==> config.mk <==
export PLATFORM = sky130hd
export DESIGN_NAME = char_stream_tokenizer
export DESIGN_NICKNAME = d
export VERILOG_FILES = /design/src/sv/cst_pkg.sv /design/src/sv/cst_core.sv /design/src/sv/cst_fifo.sv /design/src/sv/char_stream_tokenizer.sv
export SDC_FILE = /design/constraint.sdc
export NUM_CORES = 1
export LEC_CHECK = 0
export BUFFER_PORTS_ARGS = -buffer_cell sky130_fd_sc_hd__buf_4
export CELL_PAD_IN_SITES_DETAIL_PLACEMENT = 1
export CELL_PAD_IN_SITES_GLOBAL_PLACEMENT = 1
export CORE_MARGIN = 3
export CORE_UTILIZATION = 52
export CTS_CLUSTER_SIZE = 20
export DETAILED_ROUTE_END_ITERATION = 8
export PLACE_DENSITY_LB_ADDON = 0.1
export SKIP_LAST_GASP = 1
export SLEW_MARGIN = 20
export SYNTH_ARGS = -nofsm -noshare
export SYNTH_HDL_FRONTEND = slang
export SYNTH_HIERARCHICAL = 1
export SYNTH_SLANG_ARGS = --single-unit
==> constraint.sdc <==
create_clock -name clk -period 10.84 [get_ports clk]
set_input_delay 0.542 -clock clk [delete_from_list [all_inputs] [get_ports clk]]
set_output_delay 0.542 -clock clk [all_outputs]
set_load 0.02 [all_outputs]
==> src/sv/cst_pkg.sv <==
// Shared types and constants of the character stream tokenizer.
// Used by cst_core, cst_fifo, char_stream_tokenizer and the testbench; depends on nothing.
package cst_pkg;

	localparam logic [15:0] POS_CAP    = 16'hFFFF;
	localparam int          FIFO_DEPTH = 4;
	localparam int          FIFO_AW    = $clog2(FIFO_DEPTH);
	localparam int          FIFO_CW    = $clog2(FIFO_DEPTH + 1);

	typedef enum logic [4:0] {
		KIND_END     = 5'd0,
		KIND_UNKNOWN = 5'd1,
		KIND_IDENT   = 5'd2,
		KIND_NUMBER  = 5'd3,
		KIND_LPAREN  = 5'd4,
		KIND_RPAREN  = 5'd5,
		KIND_LT      = 5'd6,
		KIND_GT      = 5'd7,
		KIND_MINUS   = 5'd8,
		KIND_PLUS    = 5'd9,
		KIND_STAR    = 5'd10,
		KIND_ASSIGN  = 5'd11,
		KIND_EQEQ    = 5'd12,
		KIND_COLON   = 5'd13,
		KIND_SEMI    = 5'd14,
		KIND_IF      = 5'd15,
		KIND_THEN    = 5'd16,
		KIND_ELSE    = 5'd17,
		KIND_DEF     = 5'd18
	} kind_t;

	typedef struct packed {
		logic [7:0] ch;
		logic       end_of_text;
	} in_item_t;

	typedef struct packed {
		kind_t       kind;
		logic [15:0] start_pos;
		logic [15:0] length;
		logic [15:0] row;
		logic [15:0] col;
		logic        last;
	} tok_t;

	// Up to two result beats produced by one item.
	typedef struct packed {
		logic [1:0] cnt;
		tok_t       r0;
		tok_t       r1;
	} cst_wr_t;

endpackage

==> src/sv/cst_core.sv <==
// Tokenizer state and the single-pass next-state and token logic.
// Depends on cst_pkg.
module cst_core import cst_pkg::*; (
	input  logic     clk,
	input  logic     arst_n,
	input  in_item_t item,
	input  logic     go,
	output cst_wr_t  wr
);

	typedef enum logic [1:0] {
		PEND_NONE = 2'd0,
		PEND_EQ   = 2'd1,
		PEND_NUM  = 2'd2,
		PEND_WORD = 2'd3
	} pend_t;

	localparam logic [7:0]  CH_TAB   = 8'h09;
	localparam logic [7:0]  CH_LF    = 8'h0A;
	localparam logic [7:0]  CH_SPACE = 8'h20;
	localparam logic [7:0]  CH_EQ    = 8'h3D;
	localparam logic [7:0]  CH_US    = 8'h5F;
	localparam logic [31:0] KW_IF    = 32'h0000_6966;
	localparam logic [31:0] KW_THEN  = 32'h7468_656E;
	localparam logic [31:0] KW_ELSE  = 32'h656C_7365;
	localparam logic [31:0] KW_DEF   = 32'h0064_6566;

	pend_t       pend_q, pend_d;
	logic [15:0] tstart_q, tstart_d, trow_q, trow_d, tcol_q, tcol_d;
	logic [15:0] pos_q, pos_d, line_q, line_d, colc_q, colc_d;
	logic [31:0] prefix_q, prefix_d;
	logic [2:0]  wlen_q, wlen_d;

	function automatic logic [15:0] inc_sat(input logic [15:0] v);
		return (v == 16'hFFFF) ? v : v + 16'd1;
	endfunction

	function automatic kind_t single_kind(input logic [7:0] c);
		kind_t k;
		case (c)
			8'h28:   k = KIND_LPAREN;
			8'h29:   k = KIND_RPAREN;
			8'h3C:   k = KIND_LT;
			8'h3E:   k = KIND_GT;
			8'h2D:   k = KIND_MINUS;
			8'h2B:   k = KIND_PLUS;
			8'h2A:   k = KIND_STAR;
			8'h3A:   k = KIND_COLON;
			8'h3B:   k = KIND_SEMI;
			default: k = KIND_END;
		endcase
		return k;
	endfunction

	logic [7:0]  c;
	logic        is_digit, is_wstart, is_wmore;
	logic [15:0] pos_inc, col_inc;
	kind_t       wkind, fkind, skind;
	logic        have_a, have_b;
	tok_t        res_a, res_b;

	always_comb begin
		c         = item.ch;
		is_digit  = c inside {[8'h30:8'h39]};
		is_wstart = (c inside {[8'h61:8'h7A], [8'h41:8'h5A]}) || (c == CH_US);
		is_wmore  = is_wstart || is_digit;
		pos_inc   = (pos_q < POS_CAP) ? pos_q + 16'd1 : pos_q;
		col_inc   = inc_sat(colc_q);
		skind     = single_kind(c);

		if (wlen_q == 3'd2 && prefix_q == KW_IF) begin
			wkind = KIND_IF;
		end else if (wlen_q == 3'd4 && prefix_q == KW_THEN) begin
			wkind = KIND_THEN;
		end else if (wlen_q == 3'd4 && prefix_q == KW_ELSE) begin
			wkind = KIND_ELSE;
		end else if (wlen_q == 3'd3 && prefix_q == KW_DEF) begin
			wkind = KIND_DEF;
		end else begin
			wkind = KIND_IDENT;
		end

		case (pend_q)
			PEND_EQ:   fkind = KIND_ASSIGN;
			PEND_NUM:  fkind = KIND_NUMBER;
			default:   fkind = wkind;
		endcase

		pend_d   = pend_q;
		tstart_d = tstart_q;
		trow_d   = trow_q;
		tcol_d   = tcol_q;
		pos_d    = pos_q;
		line_d   = line_q;
		colc_d   = colc_q;
		prefix_d = prefix_q;
		wlen_d   = wlen_q;

		have_a = 1'b0;
		have_b = 1'b0;
		res_a  = '{kind: fkind, start_pos: tstart_q, length: pos_q - tstart_q,
			row: trow_q, col: tcol_q, last: 1'b0};
		res_b  = '{kind: KIND_END, start_pos: pos_q, length: 16'd0,
			row: line_q, col: colc_q, last: 1'b1};

		if (item.end_of_text) begin
			have_a   = (pend_q != PEND_NONE);
			have_b   = 1'b1;
			pend_d   = PEND_NONE;
			tstart_d = 16'd0;
			trow_d   = 16'd1;
			tcol_d   = 16'd0;
			pos_d    = 16'd0;
			line_d   = 16'd1;
			colc_d   = 16'd0;
			prefix_d = 32'd0;
			wlen_d   = 3'd0;
		end else if (pend_q == PEND_EQ && c == CH_EQ) begin
			pos_d  = pos_inc;
			colc_d = col_inc;
			pend_d = PEND_NONE;
			have_b = 1'b1;
			res_b  = '{kind: KIND_EQEQ, start_pos: tstart_q, length: 16'd2,
				row: trow_q, col: tcol_q, last: 1'b1};
		end else if (pend_q == PEND_NUM && is_digit) begin
			pos_d  = pos_inc;
			colc_d = col_inc;
		end else if (pend_q == PEND_WORD && is_wmore) begin
			pos_d  = pos_inc;
			colc_d = col_inc;
			if (wlen_q < 3'd4) begin
				prefix_d = {prefix_q[23:0], c};
			end
			if (wlen_q < 3'd5) begin
				wlen_d = wlen_q + 3'd1;
			end
		end else begin
			have_a = (pend_q != PEND_NONE);
			pend_d = PEND_NONE;
			pos_d  = pos_inc;
			if (c == CH_SPACE || c == CH_TAB) begin
				colc_d = col_inc;
			end else if (c == CH_LF) begin
				line_d = inc_sat(line_q);
				colc_d = 16'd0;
			end else begin
				tstart_d = pos_q;
				trow_d   = line_q;
				tcol_d   = colc_q;
				colc_d   = col_inc;
				res_b    = '{kind: KIND_UNKNOWN, start_pos: pos_q, length: 16'd1,
					row: line_q, col: colc_q, last: 1'b1};
				if (skind != KIND_END) begin
					have_b     = 1'b1;
					res_b.kind = skind;
				end else if (c == CH_EQ) begin
					pend_d = PEND_EQ;
				end else if (is_digit) begin
					pend_d = PEND_NUM;
				end else if (is_wstart) begin
					pend_d   = PEND_WORD;
					prefix_d = {24'd0, c};
					wlen_d   = 3'd1;
				end else begin
					have_b = 1'b1;
				end
			end
		end

		res_a.last = !have_b;
		wr.cnt     = {1'b0, have_a} + {1'b0, have_b};
		wr.r0      = have_a ? res_a : res_b;
		wr.r1      = res_b;
	end

	always_ff @(posedge clk or negedge arst_n) begin
		if (!arst_n) begin
			pend_q   <= PEND_NONE;
			tstart_q <= 16'd0;
			trow_q   <= 16'd1;
			tcol_q   <= 16'd0;
			pos_q    <= 16'd0;
			line_q   <= 16'd1;
			colc_q   <= 16'd0;
			prefix_q <= 32'd0;
			wlen_q   <= 3'd0;
		end else if (go) begin
			pend_q   <= pend_d;
			tstart_q <= tstart_d;
			trow_q   <= trow_d;
			tcol_q   <= tcol_d;
			pos_q    <= pos_d;
			line_q   <= line_d;
			colc_q   <= colc_d;
			prefix_q <= prefix_d;
			wlen_q   <= wlen_d;
		end
	end

endmodule

==> src/sv/cst_fifo.sv <==
// Small result queue that takes up to two token beats a cycle and gives one.
// Depends on cst_pkg.
module cst_fifo import cst_pkg::*; (
	input  logic               clk,
	input  logic               arst_n,
	input  cst_wr_t            wr,
	input  logic               rd,
	output tok_t               rd_data,
	output logic [FIFO_CW-1:0] count
);

	tok_t               mem_q [FIFO_DEPTH];
	logic [FIFO_AW-1:0] wp_q, rp_q;
	logic [FIFO_CW-1:0] cnt_q;

	always_ff @(posedge clk) begin
		if (wr.cnt != 2'd0) begin
			mem_q[wp_q] <= wr.r0;
		end
		if (wr.cnt == 2'd2) begin
			mem_q[wp_q + FIFO_AW'(1)] <= wr.r1;
		end
	end

	always_ff @(posedge clk or negedge arst_n) begin
		if (!arst_n) begin
			wp_q  <= '0;
			rp_q  <= '0;
			cnt_q <= '0;
		end else begin
			wp_q  <= wp_q + FIFO_AW'(wr.cnt);
			rp_q  <= rp_q + FIFO_AW'(rd);
			cnt_q <= cnt_q + FIFO_CW'(wr.cnt) - FIFO_CW'(rd);
		end
	end

	assign rd_data = mem_q[rp_q];
	assign count   = cnt_q;

endmodule

==> src/sv/char_stream_tokenizer.sv <==
// Top level of the character stream tokenizer: input register, token logic and result queue.
// Depends on cst_pkg, cst_core and cst_fifo.
//
// One byte of text is taken per beat and one token is given per beat, each with its kind,
// start offset, length, row and column; the last token caused by an input beat has last set.
// An input beat is registered, and once the queue has room the token logic consumes it in a
// single pass and writes zero, one or two tokens into a four-entry result queue. A new byte is
// taken every cycle while the queue holds no more than two tokens; the output port gives one
// token per cycle while tok_ready is high, so bytes that yield two tokens at once slow the
// input only when they come in a dense run.
module char_stream_tokenizer import cst_pkg::*; (
	input  logic     clk,
	input  logic     arst_n,
	input  logic     item_valid,
	output logic     item_ready,
	input  in_item_t item,
	output logic     tok_valid,
	input  logic     tok_ready,
	output tok_t     tok
);

	in_item_t           item_s1;
	logic               valid_s1;
	logic               go;
	cst_wr_t            wr;
	logic [FIFO_CW-1:0] fifo_count;

	assign go         = valid_s1 && (fifo_count <= FIFO_CW'(FIFO_DEPTH - 2));
	assign item_ready = !valid_s1 || go;
	assign tok_valid  = (fifo_count != '0);

	always_ff @(posedge clk or negedge arst_n) begin
		if (!arst_n) begin
			valid_s1 <= 1'b0;
		end else if (item_ready) begin
			valid_s1 <= item_valid;
		end
	end

	always_ff @(posedge clk) begin
		if (item_ready && item_valid) begin
			item_s1 <= item;
		end
	end

	cst_wr_t wr_gated;

	always_comb begin
		wr_gated = wr;
		if (!go) begin
			wr_gated.cnt = 2'd0;
		end
	end

	cst_core u_core (
		.clk    (clk),
		.arst_n (arst_n),
		.item   (item_s1),
		.go     (go),
		.wr     (wr)
	);

	cst_fifo u_fifo (
		.clk     (clk),
		.arst_n  (arst_n),
		.wr      (wr_gated),
		.rd      (tok_valid && tok_ready),
		.rd_data (tok),
		.count   (fifo_count)
	);

	a_fifo_bound: assert property (@(posedge clk) disable iff (!arst_n)
		fifo_count <= FIFO_CW'(FIFO_DEPTH))
		else $error("result queue holds more beats than it has entries");

	a_end_has_result: assert property (@(posedge clk) disable iff (!arst_n)
		go && item_s1.end_of_text |-> wr.cnt != 2'd0)
		else $error("end of text beat produced no token");

	a_end_is_last: assert property (@(posedge clk) disable iff (!arst_n)
		tok_valid && tok.kind == KIND_END |-> tok.last && tok.length == 16'd0)
		else $error("end of text token is not the last of its beat");

	a_pair_last: assert property (@(posedge clk) disable iff (!arst_n)
		go && wr.cnt == 2'd2 |-> !wr.r0.last && wr.r1.last)
		else $error("two tokens from one beat carry wrong last flags");

endmodule

Word-level counts from Yosys, hierarchy flattened
Memory sizes are Yosys's and may differ from the RTL's.
Index checks and enable logic that the tools add are counted.
{ "classes": {"magnitude_cmp": 10, "n_reduce_logical": 33, "n_mux": 99, "eq_ne": 42, "addsub": 11} }
{ "ops": {"columns": ["operator", "count"], "rows": [
  ["two-way mux 16 bit", 34],
  ["two-way mux 70 bit", 7],
  ["two-way mux 32 bit", 11],
  ["== test 8 x 6 -> 1 bit, second input constant", 11],
  ["== test 32 x 31 -> 1 bit, second input constant", 2],
  ["adder 16 x 1 -> 16 bit, second input constant", 3],
  ["case mux 4 bit (9 select lines)", 1],
  ["two-way mux 3 bit", 11],
  ["== test 16 bit, second input constant", 2],
  ["== test 32 x 15 -> 1 bit, second input constant", 1],
  ["== test 32 x 23 -> 1 bit, second input constant", 1],
  ["two-way mux 2 bit", 11],
  ["two-way mux 5 bit", 4],
  ["AND reduction 10 bit", 2],
  ["two-way mux 1 bit", 18],
  ["== test 8 x 4 -> 1 bit, second input constant", 2],
  ["greater-or-equal comparator 8 x 7 -> 1 bit, second input constant", 2],
  ["less-or-equal comparator 8 x 7 -> 1 bit, second input constant", 2],
  ["< comparator 16 bit, second input constant", 1],
  ["subtractor 16 bit", 1],
  ["inequality test 3 x 2 -> 1 bit, second input constant", 5],
  ["logical AND 1 bit", 13],
  ["inequality test 2 bit, second input constant", 6],
  ["inequality test 3 bit, second input constant", 4],
  ["other kinds (27)", 40]
]} }
{ "word_totals": {"out_inout_bits": 72, "input_bits": 13, "ff_bits": 150, "n_memories": 1, "ramBits": 280, "elab_cells": 211} }
{ "memory_table": {"columns": ["memory", "words", "width", "read_ports", "rd_ports_with_merged_regs", "write_ports", "line", "text"], "rows": [
  ["u_fifo.mem_q", 4, 70, 1, 0, 2, "cst_fifo.sv:12", "tok_t mem_q [FIFO_DEPTH];"]
]} }

Logic depth before layout (Yosys ltp)
Gate-level depths: netlist of run 1.
{ "depth": {"ltp_word": 19, "mapped_depth": 18, "depth_no_buf": 13} }

Cells and area by module
The synthesis of run 1 kept the hierarchy.
{ "by_module_without_submodules": {"columns": ["module", "seq_area_each_um2", "area_each_um2", "n_inst", "cells_per_inst"], "rows": [
  ["cst_fifo", 8583.2, 13854.5, 1, 714],
  ["cst_core", 3330.7, 9207.6, 1, 1145],
  ["char_stream_tokenizer", 295.3, 379.1, 1, 20]
]} }

Worst setup path after synthesis of run 1
No wires, ideal clock.
{ "synth_timing": {"kind": "register to register", "startpoint": "reg item_s1[8] (netlist name)", "endpoint": "mem u_fifo/mem_q[0][0] (netlist name), enable pin", "period_less_slack_ns": 8.569, "setup_slack_ns": 2.271, "path_stages_with_launch": 12, "setup_ns": 0.601, "arrival_ns": 7.968, "t_required_ns": 10.239, "n_path_buf": 3, "cell_sequence": "edfxtp_1 > or3b_2 > nor4_1 > or4_1 > buf_2 > clkinv_2 > buf_8 > buf_6 > ha_1 > and4b_2 > nor2_1 > o31ai_1"} }
{ "synth_lines": {"columns": ["item", "line", "text"], "rows": [
  ["from (decl)", "char_stream_tokenizer.sv:22", "in_item_t item_s1;"],
  ["from (signal assigned)", "char_stream_tokenizer.sv:42", "item_s1 <= item;"],
  ["to (decl)", "cst_fifo.sv:12", null]
]} }

==> impl_summary.txt, run 1 <==
----------------------------------------------------
[Route]
  Number of nets still failing antenna checks after routing ... 0
  Routed length per instance ... ~24 um
  Number of DRC markers after the initial detailed-route iteration ... 967
  WL final ... 62100 um
  Post-detailed-route DRC marker count ... 0
  Via count of the routed design ... 15900
  First-pass iteration count of the detailed router ... 5
  Mean number of vias per cell ... about 6.2

[Timing]
  Period utilisation layout ... 67.0%
  Number of pins with negative max-slew slack in the final report ... 0
  Number of hold violations in the final report ... 0
  Setup violation total in the final timing report ... 0
  Worst setup skew after layout ... 22.8 ps
  Fin Setup TNS ... 0 ps
  Unrepaired setup endpoints after global routing ... no
  Highest clock frequency the design can meet ... between 100 and 150 MHz
  Least-Margin Pin Slew ... 1090 ps
  Final critical delay including setup and external delays ... around 7300 ps
  Relative slew margins ... 27.2%

[CTS]
  Root buffer cell ... clkbuf_16
  Deepest level of the CTS H-tree ... 2
  TritonCTS buffer count ... 49
  Clk sinks ... 430
  Maximum buffer depth of the clock tree ... 3
  Clk Latency, worst-skew pair ... 590 ps
  Quantity of hold-fixing buffers added after cts ... 1
  Clock transition at the register clock pins on the worst setup and hold paths after CTS ... 60 ps
  Setup bufs post-CTS ... 0
  Post-CTS resize count ... 0
  TritonCTS clock tree ... done

[Critical path]
  WP data arrival ... between 7000 and 8000 ps
  Classification of the worst setup path ... reg2reg
  CP Data Required Time ... around 11000 ps
  Maximum net fanout on the critical path ... 87
  Startpoint type of the worst setup path ... flop
  Critical path endpoint category ... flop

[Floorplanning]
  Height of the die ... about 220 um
  Initial Utilization ... between 50 and 60%
  Row count ... 77
  Number of primary I/O pins ... 85
  Floorplan die width ... between 200 and 250 um
  Core footprint ... roughly 0.044 mm^2
  Die footprint ... between 0.04 and 0.05 mm^2

[Global routing]
  Tot GR Track Use ... between 20% and 30%
  Antenna violations before repair ... 0
  Remaining Overflow, GRT ... 0
  Number of global-route vias before repair ... 17300
  Largest net degree at the start of global routing ... slightly below 90
  First-pass GRT wire length ... between 90000 and 100000 um

[Finish]
  Area growth from synthesis to final layout ... 10.9%
  Number of cells in the finished layout apart from fillers ... between 2000 and 3000
  Most used cells in the layout excluding fill and tap cells ... 289 x edfxtp_1, 284 x mux2_2, 197 x nand2_1
  Most common cell after layout, fill and taps aside ... edfxtp_1
  Proportion of layout cells with a drive suffix above 1 ... a little under a third
  Antenna Diode Count ... 0
  Layout Nets ... a little under 2000

[Flow run]
  Count of maximum capacitance violations ... 0

[Synthesis]
  Post-synthesis instance total ... roughly 1900
  Mapped cell area ... about 0.023 mm^2
  Number of flops mapped to enable cells by yosys ... between 200 and 300
  Yosys reg bits ... 430
  Number of distinct library cells after synthesis ... 85
  Ys async rst share ... 32.8%
  Most common flop cell mapped by yosys ... edfxtp_1
  Sequential share of the synthesized area ... between 50 and 60%
  Mean post-synth cell area ... approximately 12 um^2
  Number of warnings printed during yosys synthesis ... 6

[Power and ir drop]
  Switching component of the power ... approximately 2800 uW
  Total power density per cell area ... 299 mW/mm^2
  Leakage power ... slightly below 0.01 uW
  Internal power component ... 4920 uW
  Clock group share of total power ... 21.3%
  VDD IR max ... roughly 0.16 mV
  Combinational share of power ... between 40% and 50%
  Share of total power in sequential cells ... 35.2%
  Switching Share ... ~37%

[Placement]
  Count of buffers inserted at the top-level ports ... 84
  Placed Instances ... between 2000 and 2500
  DP Wirelength ... approximately 38000 um
  Global placer's final weighted congestion ... between 0.8 and 0.9

[Hold path]
  Worst min-delay path class ... in2reg

[Run status]
  Status ... finished clean

----------------------------------------------------
==> per-layer routing <==
layer	track usage, %	vias to the layer above	routed length, um
li1	-	7177	-
met1	35.0	8297	26600
met3	4.17	93	2530
met5	0	-	0
met4	7.44	0	1390
met2	45.8	330	31600
==> stage by stage <==
step | utilization (%) | area [um^2] | power [uW] | setup WS [ps] | hold WS [ps]
after floorplan | - | 23500 | 5080 | 2270 | 246
after global placement | 54.9 | 24400 | 5990 | 3820 | 480
after detailed placement | 54.9 | 24400 | 6140 | 3560 | 479
after CTS | 58.5 | 26000 | 7830 | 3530 | 104
after global routing | 58.5 | 26000 | 8200 | 3150 | 104
final | 58.5 | 26000 | 7760 | 3580 | 134
==> cells by family after synthesis <==
| logic type | count (synthesis) | synth area share (%) |
|---|---|---|
| and+or+nand+nor | 507 | 10.5 |
| DFF | 430 | 52.1 |
| muxes | 359 | 20.6 |
| AOI/OAI and AO/OA | 327 | 9.55 |
| buffers and inverters | 185 | 4.08 |
| adders and majority gates | 35 | 1.93 |
| xor gates and xnor gates | 34 | 1.27 |
| other | 2 | 0.0320 |
==> power groups by stage <==
stage / logic, uW / registers, uW / clock network, uW
6_report: 3380 / 2730 / 1650
5_1_grt: 3660 / 2780 / 1760
4_1_cts: 3410 / 2740 / 1690
3_5_place_dp: 3370 / 2770 / 0
3_3_place_gp: 3250 / 2740 / 0
2_1_floorplan: 2450 / 2630 / 0
==> Yosys cell counts, drive strengths merged, types with 5 or more instances <==
master / n / area (um^2)
nor4: 14 / 93.8
nand3: 27 / 135
nand2: 197 / 739
nand2b: 12 / 75.1
a21oi: 43 / 268
nor3b: 9 / 67.6
mux2i: 5 / 50.1
a21o: 10 / 76.3
nor2: 123 / 462
o211ai: 5 / 37.5
mux4: 70 / 1580
a22o: 31 / 272
o41ai: 5 / 43.8
and2: 8 / 52.6
mux2: 284 / 3200
o31ai: 11 / 82.6
o22ai: 11 / 68.8
o21ai: 84 / 424
o21bai: 5 / 37.5
nor3: 21 / 120
ha: 33 / 413
buf: 76 / 544
inv: 43 / 161
xor2: 13 / 114
a22oi: 44 / 330
nor2b: 9 / 56.3
xnor2: 21 / 184
edfxtp: 289 / 8680
or3: 6 / 42.5
clkbuf: 65 / 245
dfrtp: 139 / 3480
and3: 17 / 106
or4: 8 / 63.8
nand4: 24 / 150
a31oi: 42 / 263
a221o: 7 / 70.1
or2: 7 / 43.8
==> area by class of cell <==
class | instances | area [um^2]
clock buffer | 73 | 1430
clock inverter | 18 | 163
fill | 4421 | 18400
inverter | 44 | 166
multi-input combinational | 1278 | 10400
sequential | 430 | 12200
tap | 592 | 741
timing repair buffer | 112 | 851
==> sequential cells by signal, summed over array words and instances (netlist names) <==
signal / count
u_fifo/mem_q: 280
u_core/prefix_q: 32
u_core/colc_q: 16
u_core/line_q: 16
u_core/pos_q: 16
u_core/tcol_q: 16
u_core/trow_q: 16
u_core/tstart_q: 16
item_s1: 9
u_core/wlen_q: 3
u_fifo/count: 3
u_core/pend_q: 2
u_fifo/rp_q: 2
u_fifo/wp_q: 2
valid_s1: 1
==> critical path: stages, from the launching register on <==
cell	delay, ps
edfxtp_1	430
or3b_2	560
nor4_1	850
or4_2	260
buf_4	760
clkinv_2	860
ha_1	550
and4b_2	330
nor4bb_4	920
buf_4	930
mux2_2	430
==> path summary, 6_finish.rpt <==
| check | startpoint | end | slack (ps) | cells after the start |
|---|---|---|---|---|
| hold / removal | item[3] | item_s1[3] | 130 | 1 |
| min in group asynchronous | arst_n | u_core/tcol_q[9] | 500 | 2 |
| setup / recovery | item_s1[8] | u_fifo/mem_q[3][40] | 3580 | 10 |
| setup reg to reg | item_s1[8] | u_fifo/mem_q[3][40] | 3580 | 10 |
| hold reg to reg | u_core/prefix_q[25] | u_core/prefix_q[25] | 500 | 1 |
| max in group asynchronous | arst_n | u_fifo/rp_q[0] | 9090 | 3 |
No activity file was read; power rests on OpenSTA's default activity.
==> run 2: changes to the inputs <==
--- a/config.mk
+++ b/config.mk
@@ -9,7 +9,7 @@
 export CELL_PAD_IN_SITES_DETAIL_PLACEMENT = 1
 export CELL_PAD_IN_SITES_GLOBAL_PLACEMENT = 1
 export CORE_MARGIN = 3
-export CORE_UTILIZATION = 52
+export CORE_UTILIZATION = 47
 export CTS_CLUSTER_SIZE = 20
 export DETAILED_ROUTE_END_ITERATION = 8
 export PLACE_DENSITY_LB_ADDON = 0.1
==> constraint.sdc (replaced) <==
create_clock -name clk -period 6.4 [get_ports clk]
set_input_delay 0.32 -clock clk [delete_from_list [all_inputs] [get_ports clk]]
set_output_delay 0.32 -clock clk [all_outputs]
set_load 0.02 [all_outputs]
==> impl_summary.txt, run 2 (synthesis gave the netlist of run 1 again) <==
----------------------------------------------------
[Run status]
  Status ... finished clean (unchanged)

[CTS]
  Clk sinks ... 430 (unchanged)
  Deepest level of the CTS H-tree ... 2 (unchanged)
  Clk Latency, worst-skew pair ... 590 ps (about the same)
  TritonCTS clock tree ... done (unchanged)
  Post-CTS resize count ... 0 (unchanged)
  Clock transition at the register clock pins on the worst setup and hold paths after CTS ... 60 ps (about the same)
  Maximum buffer depth of the clock tree ... 3 (unchanged)
  Root buffer cell ... clkbuf_16 (unchanged)
  TritonCTS buffer count ... 48 (was 49)

[Floorplanning]
  Number of primary I/O pins ... 85 (unchanged)
  Core footprint ... 0.0492 mm^2 (was 0.0444 mm^2)
  Floorplan die width ... 229 um (was 218 um)
  Die footprint ... 0.0526 mm^2 (was 0.0477 mm^2)
  Initial Utilization ... 47.7% (was 52.8%)
  Row count ... 81 (was 77)
  Height of the die ... 229 um (was 218 um)

[Route]
  Post-detailed-route DRC marker count ... 0 (unchanged)
  Routed length per instance ... 23.6 um (was 24.4 um)
  WL final ... 62200 um (was 62100 um)
  Number of nets still failing antenna checks after routing ... 0 (unchanged)
  Via count of the routed design ... 15800 (was 15900)
  Mean number of vias per cell ... 6.02 (was 6.24)
  Number of DRC markers after the initial detailed-route iteration ... 957 (was 967)
  First-pass iteration count of the detailed router ... 5 (unchanged)

[Critical path]
  WP data arrival ... 5210 ps (was 7590 ps)
  Classification of the worst setup path ... reg2reg (unchanged)
  Critical path endpoint category ... flop (unchanged)
  Maximum net fanout on the critical path ... 60 (was 87)
  CP Data Required Time ... 6720 ps (was 11170 ps)
  Startpoint type of the worst setup path ... flop (unchanged)

[Timing]
  Final Hold Slack ... 166 ps (was 134 ps)
  Unrepaired setup endpoints after global routing ... no (unchanged)
  Highest clock frequency the design can meet ... 205 MHz (was 138 MHz)
  Relative slew margins ... 26.8% (was 27.2%)
  Number of hold violations in the final report ... 0 (unchanged)
  Worst setup skew after layout ... 21.1 ps (was 22.8 ps)
  Final critical delay including setup and external delays ... 4890 ps (was 7260 ps)
  Setup violation total in the final timing report ... 0 (unchanged)
  Number of pins with negative max-slew slack in the final report ... 0 (unchanged)
  Fin Setup TNS ... 0 ps (unchanged)
  Least-Margin Pin Slew ... 1100 ps (was 1090 ps)
  Period utilisation layout ... 76.4% (was 67.0%)

[Finish]
  Layout Nets ... 1978 (was 1963)
  Largest register FFs ... 280 (unchanged)
  Most used cells in the layout excluding fill and tap cells ... 289 x edfxtp_1, 284 x mux2_2, 197 x nand2_1 (unchanged)
  Proportion of layout cells with a drive suffix above 1 ... 30.4% (was 30.0%)
  Area growth from synthesis to final layout ... 12.3% (was 10.9%)
  Most common cell after layout, fill and taps aside ... edfxtp_1 (unchanged)
  Final design area excluding fillers ... 0.0263 mm^2 (was 0.0260 mm^2)
  Register with the most flip-flops ... u_fifo/mem_q (unchanged)
  Fill cell count ... 4968 (was 4421)
  Antenna Diode Count ... 0 (unchanged)
  Registers with the most flip-flops ... u_fifo/mem_q: 280 flops, u_core/prefix_q: 32 flops (unchanged)

[Global routing]
  First-pass GRT wire length ... 99200 um (about the same)
  Tot GR Track Use ... 23.8% (was 26.5%)
  Remaining Overflow, GRT ... 0 (unchanged)
  Number of global-route vias before repair ... 17100 (was 17300)
  Largest net degree at the start of global routing ... 98 (was 88)
  Antenna violations before repair ... 0 (unchanged)

[Hold path]
  Worst min-delay path class ... in2reg (unchanged)

[Power and ir drop]
  VDD IR max ... 0.342 mV (was 0.165 mV)
  Total power density per cell area ... 502 mW/mm^2 (was 299 mW/mm^2)
  Leakage power ... 0.0100 uW (was 0.00989 uW)

[Placement]
  Count of buffers inserted at the top-level ports ... 84 (unchanged)
  Global placer's final weighted congestion ... 0.807 (was 0.843)
  DP Wirelength ... 37400 um (was 38100 um)
  Area post-placement ... 0.0246 mm^2 (was 0.0244 mm^2)

[Flow run]
  Count of maximum capacitance violations ... 0 (unchanged)

----------------------------------------------------
-- run 2: cell types whose count changed in the layout (fill, tap and decap cells not counted), sizes merged, moves of 2 or more --
| cell | previous run | this run |
|---|---|---|
| buf | 111 | 117 |
| clkbuf | 73 | 71 |
| clkinv | 14 | 12 |
| dlygate4sd3 | 1 | 11 |
-- run 2: area by class of cell --
class	instances	area (um^2)	share of cell area, %
clock inverter	17	186	0.708
tap	664	831	3.15
clock buffer	71	1410	5.35
sequential	430	12200	46.4
timing repair buffer	128	1090	4.13
inverter	44	166	0.632
multi-input combinational	1278	10400	39.6
-- run 2: metrics by stage --
stage          worst slack, ps  cells  utilization [%]  power, uW
4_1_cts                   1540   2630             53.5      13300
2_1_floorplan             13.2   1893                -       8580
3_5_place_dp              1580   2531             50.0      10400
6_report                  1510   2632             53.6      13200
3_3_place_gp              1680   2531             50.0      10300
5_1_grt                   1360   2632             53.6      14000
-- run 2: repair_timing --
action / 4_1_cts / 5_1_grt
hold endpoints to repair: 105 / 0
setup buffers: 0 / 0
hold buffers: 11 / 0
-- run 2: final timing paths --
check                                      end  depth (start not counted)  slack (ps)                start
min reg2reg                u_core/tstart_q[13]                          1         500  u_core/tstart_q[13]
max reg2reg                u_fifo/mem_q[2][36]                         10        1510           item_s1[5]
min in group asynchronous     u_core/tcol_q[7]                          2         370               arst_n
max in group asynchronous     u_core/trow_q[2]                          3        4750               arst_n
max                        u_fifo/mem_q[2][36]                         10        1510           item_s1[5]
min                             u_fifo/rp_q[0]                          3         170            tok_ready
-- run 2: critical path, stage by stage, from the launching register on --
cell       delay (ps)
edfxtp_1          590
or4_4             630
a21oi_4           190
o2bb2ai_2         100
or4_2             650
clkinv_2          210
ha_1              270
and4b_2           330
nor4bb_4          330
buf_4             860
mux2_2            430
-- run 2: routing by layer --
layer	share of wire, %	GRT usage (%)
met3	3.4	3.18
met4	2.1	5.57
met5	0	0
met2	49	40.6
met1	45	32.6
-- run 2: report_power, final --
group / internal, uW / switching (uW)
clock: 1680 / 1150
combinational: 2560 / 3240
sequential: 4160 / 438
total: 8400 / 4830
